`src/design/assert_macros.svh`:
```
// assertion macros used by xor_keystream_base64_encoder_top
// no dependencies; bodies are empty when SYNTHESIS is defined
`ifndef ASSERT_MACROS_SVH
`define ASSERT_MACROS_SVH
`ifndef SYNTHESIS
`define ASSERT_PROP(label, clk, rst, prop, msg) \
   label: assert property (@(posedge clk) disable iff (rst) prop) else $error(msg);
`define ASSERT_NEVER(label, clk, rst, expr, msg) \
   label: assert property (@(posedge clk) disable iff (rst) !(expr)) else $error(msg);
`else
`define ASSERT_PROP(label, clk, rst, prop, msg)
`define ASSERT_NEVER(label, clk, rst, expr, msg)
`endif
`endif

```
`src/design/xkb_pkg.sv`:
```
// shared types, constants and the base64 alphabet lookup
// used by xkb_encoder and xor_keystream_base64_encoder_top
package xkb_pkg;

   localparam int KEY_BYTES_DEF = 8;
   localparam int CSR_DATA_W    = 64;
   localparam int CSR_INDEX_W   = 2;
   localparam int KEY_LEN_W     = 4;
   localparam int KEY_POS_W     = 3;
   localparam int MAX_CHARS     = 4;
   localparam int COUNT_W       = 3;

   localparam logic [CSR_INDEX_W-1:0] CSR_KEY_BYTES  = 2'd0;
   localparam logic [CSR_INDEX_W-1:0] CSR_KEY_LENGTH = 2'd1;

   localparam logic [7:0] PAD_CHAR = 8'h3D;

   typedef struct packed {
      logic [MAX_CHARS-1:0][7:0] chars;
      logic [COUNT_W-1:0]        count;
      logic                      last;
   } chars_type;

   // standard base64 alphabet: A-Z a-z 0-9 + /
   function automatic logic [7:0] b64_char(input logic [5:0] six);
      logic [7:0] ch;
      if (six < 6'd26) begin
         ch = 8'h41 + {2'b00, six};
      end else if (six < 6'd52) begin
         ch = 8'h61 + {2'b00, six - 6'd26};
      end else if (six < 6'd62) begin
         ch = 8'h30 + {2'b00, six - 6'd52};
      end else if (six == 6'd62) begin
         ch = 8'h2B;
      end else begin
         ch = 8'h2F;
      end
      return ch;
   endfunction

endpackage

```
`src/design/xkb_encoder.sv`:
```
// key xor and base64 group encoding for one byte, with the stream state
// depends on xkb_pkg
module xkb_encoder #(
   parameter int KEY_BYTES = xkb_pkg::KEY_BYTES_DEF
) (
   input  logic                          clock,
   input  logic                          reset,
   input  logic                          accept,
   input  logic [7:0]                    data_byte,
   input  logic                          last_byte,
   input  logic [KEY_BYTES*8-1:0]        key,
   input  logic [xkb_pkg::KEY_LEN_W-1:0] key_length,
   output xkb_pkg::chars_type            item
);

   localparam logic [xkb_pkg::KEY_LEN_W-1:0] KeyMax = xkb_pkg::KEY_LEN_W'(KEY_BYTES);

   logic [xkb_pkg::KEY_POS_W-1:0] key_pos_ff, key_pos_in;
   logic [1:0]                    group_ff, group_in;
   logic [3:0]                    left_ff, left_in;

   logic [xkb_pkg::KEY_LEN_W-1:0] len;
   logic [xkb_pkg::KEY_LEN_W-1:0] idx;
   logic [xkb_pkg::KEY_LEN_W-1:0] nidx;
   logic [7:0]                    ksel;
   logic [7:0]                    b;

   always_comb begin
      len = (key_length > KeyMax) ? KeyMax : key_length;
      idx = ({1'b0, key_pos_ff} >= len) ? '0 : {1'b0, key_pos_ff};
      ksel = '0;
      for (int i = 0; i < KEY_BYTES; i++) begin
         if (idx == xkb_pkg::KEY_LEN_W'(i)) begin
            ksel = key[i*8 +: 8];
         end
      end
      b = (len != '0) ? (data_byte ^ ksel) : data_byte;
      nidx = idx + 1'b1;
      if (nidx >= len) begin
         nidx = '0;
      end
      key_pos_in = (len != '0) ? nidx[xkb_pkg::KEY_POS_W-1:0] : key_pos_ff;

      item = '0;
      item.last = last_byte;
      case (group_ff)
         2'd1: begin
            item.chars[0] = xkb_pkg::b64_char({left_ff[1:0], b[7:4]});
            item.count    = 3'd1;
            left_in       = b[3:0];
            group_in      = 2'd2;
            if (last_byte) begin
               item.chars[1] = xkb_pkg::b64_char({b[3:0], 2'b00});
               item.chars[2] = xkb_pkg::PAD_CHAR;
               item.count    = 3'd3;
            end
         end
         2'd2: begin
            item.chars[0] = xkb_pkg::b64_char({left_ff, b[7:6]});
            item.chars[1] = xkb_pkg::b64_char(b[5:0]);
            item.count    = 3'd2;
            left_in       = '0;
            group_in      = 2'd0;
         end
         default: begin
            item.chars[0] = xkb_pkg::b64_char(b[7:2]);
            item.count    = 3'd1;
            left_in       = {2'b00, b[1:0]};
            group_in      = 2'd1;
            if (last_byte) begin
               item.chars[1] = xkb_pkg::b64_char({b[1:0], 4'b0000});
               item.chars[2] = xkb_pkg::PAD_CHAR;
               item.chars[3] = xkb_pkg::PAD_CHAR;
               item.count    = 3'd4;
            end
         end
      endcase

      // end of stream returns to the start of a group and of the key
      if (last_byte) begin
         key_pos_in = '0;
         group_in   = '0;
         left_in    = '0;
      end
   end

   always_ff @(posedge clock) begin
      if (reset) begin
         key_pos_ff <= '0;
         group_ff   <= '0;
         left_ff    <= '0;
      end else if (accept) begin
         key_pos_ff <= key_pos_in;
         group_ff   <= group_in;
         left_ff    <= left_in;
      end
   end

endmodule

```
`src/design/xor_keystream_base64_encoder_top.sv`:
```
// Repeating-key xor followed by base64 encoding of a byte stream. Each
// accepted byte is encoded at once into one, two or, on the last byte, up
// to four characters, which leave one per cycle, while rsp_stall is low,
// from a four-entry shift register. A byte yields one or two characters
// in mid-stream (four per three bytes on average) and two to four on a
// last byte. The next byte is accepted in the same cycle as the final
// character of the previous one is taken.
// depends on xkb_pkg, xkb_encoder and assert_macros.svh
`include "assert_macros.svh"

module xor_keystream_base64_encoder_top #(
   parameter int KEY_BYTES = xkb_pkg::KEY_BYTES_DEF
) (
   input  logic                            clock,
   input  logic                            reset,
   input  logic                            req_valid,
   output logic                            req_stall,
   input  logic [7:0]                      req_data_byte,
   input  logic                            req_last_byte,
   output logic                            rsp_valid,
   input  logic                            rsp_stall,
   output logic [7:0]                      rsp_out_char,
   output logic                            rsp_last_char,
   input  logic                            csr_wr_en,
   input  logic [xkb_pkg::CSR_INDEX_W-1:0] csr_index,
   input  logic [xkb_pkg::CSR_DATA_W-1:0]  csr_wdata
);

   logic [KEY_BYTES*8-1:0]                  key_ff;
   logic [xkb_pkg::KEY_LEN_W-1:0]           key_len_ff;
   logic [xkb_pkg::MAX_CHARS-1:0][7:0]      chars_ff, chars_in;
   logic [xkb_pkg::COUNT_W-1:0]             count_ff, count_in;
   logic                                    last_ff, last_in;
   logic                                    req_acc, rsp_acc;
   xkb_pkg::chars_type                      item;

   always_ff @(posedge clock) begin
      if (reset) begin
         key_ff     <= '0;
         key_len_ff <= '0;
      end else if (csr_wr_en) begin
         unique case (csr_index)
            xkb_pkg::CSR_KEY_BYTES:  key_ff     <= csr_wdata[KEY_BYTES*8-1:0];
            xkb_pkg::CSR_KEY_LENGTH: key_len_ff <= csr_wdata[xkb_pkg::KEY_LEN_W-1:0];
            default: ;
         endcase
      end
   end

   assign rsp_valid     = (count_ff != '0);
   assign rsp_acc       = rsp_valid && !rsp_stall;
   assign rsp_out_char  = chars_ff[0];
   assign rsp_last_char = last_ff && (count_ff == 3'd1);
   // free when empty or when the final character leaves this cycle
   assign req_stall     = !((count_ff == '0) || ((count_ff == 3'd1) && !rsp_stall));
   assign req_acc       = req_valid && !req_stall;

   xkb_encoder #(
      .KEY_BYTES (KEY_BYTES)
   ) u_encoder (
      .clock      (clock),
      .reset      (reset),
      .accept     (req_acc),
      .data_byte  (req_data_byte),
      .last_byte  (req_last_byte),
      .key        (key_ff),
      .key_length (key_len_ff),
      .item       (item)
   );

   always_comb begin
      chars_in = chars_ff;
      count_in = count_ff;
      last_in  = last_ff;
      if (req_acc) begin
         chars_in = item.chars;
         count_in = item.count;
         last_in  = item.last;
      end else if (rsp_acc) begin
         for (int i = 0; i < xkb_pkg::MAX_CHARS - 1; i++) begin
            chars_in[i] = chars_ff[i+1];
         end
         chars_in[xkb_pkg::MAX_CHARS-1] = '0;
         count_in = count_ff - 1'b1;
      end
   end

   always_ff @(posedge clock) begin
      if (reset) begin
         count_ff <= '0;
         last_ff  <= 1'b0;
      end else begin
         count_ff <= count_in;
         last_ff  <= last_in;
      end
   end

   always_ff @(posedge clock) begin
      chars_ff <= chars_in;
   end

   `ASSERT_PROP(a_acc_fills, clock, reset, req_acc |=> rsp_valid, "accepted byte gave no char")
   `ASSERT_NEVER(a_count_max, clock, reset, count_ff > 3'd4, "char count above four")
   `ASSERT_NEVER(a_no_overrun, clock, reset, (count_ff > 3'd1) && !req_stall, "accept while busy")
   `ASSERT_PROP(a_drain, clock, reset, (rsp_acc && (count_ff > 3'd1)) |=>
      (count_ff == $past(count_ff) - 3'd1), "char count did not step down")

endmodule
```
`config.mk`:
```
export PLATFORM = sky130hd
export DESIGN_NAME = xor_keystream_base64_encoder_top
export DESIGN_NICKNAME = d
export VERILOG_FILES = /design/src/design/xkb_pkg.sv /design/src/design/xkb_encoder.sv /design/src/design/xor_keystream_base64_encoder_top.sv
export VERILOG_INCLUDE_DIRS = /design/src /design/src/design
export SDC_FILE = /design/constraint.sdc
export NUM_CORES = 1
export LEC_CHECK = 0
export ABC_AREA = 1
export BUFFER_PORTS_ARGS = -buffer_cell sky130_fd_sc_hd__buf_2
export CAP_MARGIN = 0
export CORE_ASPECT_RATIO = 1.1
export CORE_MARGIN = 4
export CORE_UTILIZATION = 37
export CTS_CLUSTER_SIZE = 40
export DETAILED_ROUTE_END_ITERATION = 10
export PLACE_DENSITY = 0.56
export SLEW_MARGIN = 20
export SYNTH_ARGS = -nofsm -noshare
export SYNTH_HDL_FRONTEND = slang
export SYNTH_SLANG_ARGS = --single-unit
```
`constraint.sdc`:
```
create_clock -name clock -period 9.2 [get_ports clock]
set_input_delay 0.92 -clock clock [delete_from_list [all_inputs] [get_ports clock]]
set_output_delay 0.92 -clock clock [all_outputs]
set_load 0.005 [all_outputs]
```
==> results.py <==
metrics = {
    "logic_synthesis": {
        "yosysSeqAreaShare_pct": 28.6,
        "synthDistinctLibCells": 58,
        "yosysWarnings": 0,
        "synth_cells": 1162,
        "synth.avg_cell_area_um2": 6.50,
        "synth_ff_type": "dfxtp_1",
        "netlist_area_mm2": 0.00755,
        "synth_edf_count": 18,
        "ys_seq_elements": 99,
        "postSynth.asyncResetShare_pct": 0,
        "synthesis.nets": 1291,
    },
    "cts": {
        "cts_buffers": 9,
        "cts_tree": "built",
        "clock_sinks": 99,
        "hold_buffers": 0,
        "path_clk_slew_ns": 0.08,
        "post_cts_buffers": 0,
        "ctsResizeCount": 0,
        "cts_root_buffer": "clkbuf_16",
        "clock_insertion_delay_worst_skew_ns": 0.36,
        "clock_path_buffers": 2,
        "htreeDepth": 3,
    },
    "drt": {
        "firstDrtPassIters": 5,
        "wire_per_inst_um": 14.5,
        "routed_wl_um": 21300,
        "dr_total_vias": 7328,
        "drc": 0,
        "first_iter_violations": 370,
        "vias_per_cell": 4.97,
        "ant_nets": 0,
    },
    "worst_setup_path": {
        "cp-end-kind": "flip-flop",
        "worstSetupStartpointType": "flip-flop",
        "cp.required_ns": 9.31,
        "cpMostUsedCell": "nand2_1",
        "crit_type": "flip-flop to flip-flop",
        "max_stage_delay_ns": 0.55,
        "crit_arrival_ns": 5.35,
        "cp_slowest_cell": "nand2_1",
        "crit_fanout": 16,
    },
    "placed_design": {
        "gp_congestion": 0.916,
        "io_buffers": 90,
        "place_hpwl_um": 16100,
        "place_area_mm2": 0.00808,
        "post-place-cells": 1458,
    },
    "floorplanning": {
        "core_mm2": 0.0199,
        "fp.dieW_um": 144,
        "die_h_um": 158,
        "io_pins": 91,
        "rows": 54,
        "start_util_pct": 37.9,
        "die_area_mm2": 0.0228,
    },
    "timing": {
        "hold_viol_final": 0,
        "drv_slew": 0,
        "fmax_ghz": 0.191,
        "rsz0062_at_grt": "false",
        "setup_violations": 0,
        "tightest_slew_ns": 0.860,
        "min_period_over_period_pct": 57.0,
        "fin_hold_ws_ns": 0.475,
        "min_period_ns": 5.24,
        "fin_worst_skew_ns": 0.0110,
        "relSlewSlack_pct": 42.7,
        "fin_tns_setup_ns": 0,
    },
    "grt": {
        "grt_antenna_before_repair": 1,
        "grtUsageTotal_pct": 19.0,
        "grt_pass1_wl_um": 35000,
        "grt_max_degree": 72,
        "grt_pass1_vias": 7055,
        "gr-total-overflow": 0,
    },
    "finish": {
        "final_layout_size_suffix_gt1_share_pct": 14.5,
        "syn_to_final_growth_pct": 11.1,
        "final_cell_area_mm2": 0.00839,
        "fin_cells": 1474,
        "num_antenna_cells": 0,
        "nets": 1346,
    },
    "power": {
        "power.density_mw_per_mm2": 172,
        "p_leak_nw": 4.08,
        "ir_worst_vdd_v": 0.000107,
    },
    "worst_hold_path": {
        "hold_class": "flip-flop to flip-flop",
    },
    "run_status": {
        "outcome": "finished clean",
    },
    "job": {
        "maxCapViolations": 0,
    },
}
registers in the layout (all words and copies together), names as in the netlist:
register,count
key_ff,64
chars_ff,10
rsp_out_char,8
key_len_ff,4
u_encoder.left_ff,4
count_ff,3
u_encoder.key_pos_ff,3
u_encoder.group_ff,2
last_ff,1
final cells by class:
cell class | count | area, µm²
Tap cell | 252 | 315
Clock buffer | 9 | 225
Fill cell | 2187 | 11500
Timing Repair Buffer | 94 | 480
Multi-Input combinational cell | 875 | 4590
Inverter | 138 | 529
Sequential cell | 99 | 2160
Clock inverter | 7 | 90.1
metrics by stage:
| step | power [mW] | setup slack (ns) | util [%] |
|---|---|---|---|
| after floorplan | 0.914 | 4.97 | - |
| after global placement | 1.04 | 4.10 | 40.5 |
| after detailed placement | 1.05 | 4.02 | 40.5 |
| after CTS | 1.46 | 3.99 | 42.1 |
| after global routing | 1.54 | 3.39 | 42.1 |
| final | 1.44 | 3.96 | 42.1 |
report_power, final:
part | internal, mW | leakage [nW] | switching [mW]
clock | 0.218 | 0.156 | 0.188
sequential | 0.536 | 0.841 | 0.0290
combinational | 0.163 | 3.09 | 0.308
Yosys cell counts, types with 3 or more instances:
master,number,area share [%]
nand2_1,268,13
nor2_1,168,8.3
inv_1,119,5.9
o21ai_0,113,7.5
nand3_1,85,5.6
dfxtp_1,81,21
ha_1,49,8.1
a21oi_1,44,2.9
clkbuf_1,29,1.4
nand2_2,22,1.8
xor2_1,20,2.3
edfxtp_1,18,7.2
o21ai_1,14,0.93
inv_2,12,0.60
buf_4,10,0.99
nand3b_1,8,0.80
nand4_1,8,0.66
buf_6,7,1.0
nand2_4,7,1.0
nor3_1,6,0.40
o211ai_1,6,0.60
xnor2_1,5,0.58
a31oi_1,4,0.33
buf_2,4,0.27
inv_4,4,0.33
nor2_2,4,0.33
or2_0,4,0.33
clkinv_1,3,0.15
or2_2,3,0.25
critical path: cells and delay by family, from the launching register on:
kind / cells / cell delay [ns]
XOR/XNOR: 1 / 0.29
buffers and inverters: 5 / 0.61
adder cells (fa/ha/maj): 3 / 1.12
flip-flops: 1 / 0.33
AO/OA/AOI/OAI: 2 / 0.40
AND/OR/NAND/NOR: 21 / 2.24
cell usage in the layout (no fill, tap or decap), drive strengths merged, types with 18 or more instances in the layout:
master	count
nor2	173
dfxtp	81
inv	140
o21ai	127
edfxtp	18
buf	94
ha	49
nand2	297
xor2	20
nand3	87
a21oi	46
kinds of logic (layout without fill, tap and decap cells):
kind of cell / Yosys count / count (layout) / share of synthesized area (%)
fa+ha+maj: 49 / 49 / 8.12
buf+inv: 188 / 248 / 10.7
simple gates: 595 / 595 / 34.3
xor+xnor: 25 / 25 / 2.90
flops: 99 / 99 / 28.6
compound gates: 206 / 206 / 15.3
routing by layer:
metal	vias to the layer above	track usage, %	routed length [µm]
met5	-	0	9
met4	2	6.40	490
met3	36	2.36	827
met2	170	32.7	10300
met1	3268	24.7	9660
li1	3852	-	-
final timing paths:
| path | from | depth (start not counted) | slack [ns] | endpoint |
|---|---|---|---|---|
| worst max-delay path | key_len_ff[3] | 32 | 3.96 | chars_ff[13] |
| worst min-delay path | key_ff[7] | 2 | 0.47 | key_ff[7] |
| worst max register to register | key_len_ff[3] | 32 | 3.96 | chars_ff[13] |
| worst min register to register | key_ff[7] | 2 | 0.47 | key_ff[7] |
Note: power is estimated with default switching activity, not from simulation.
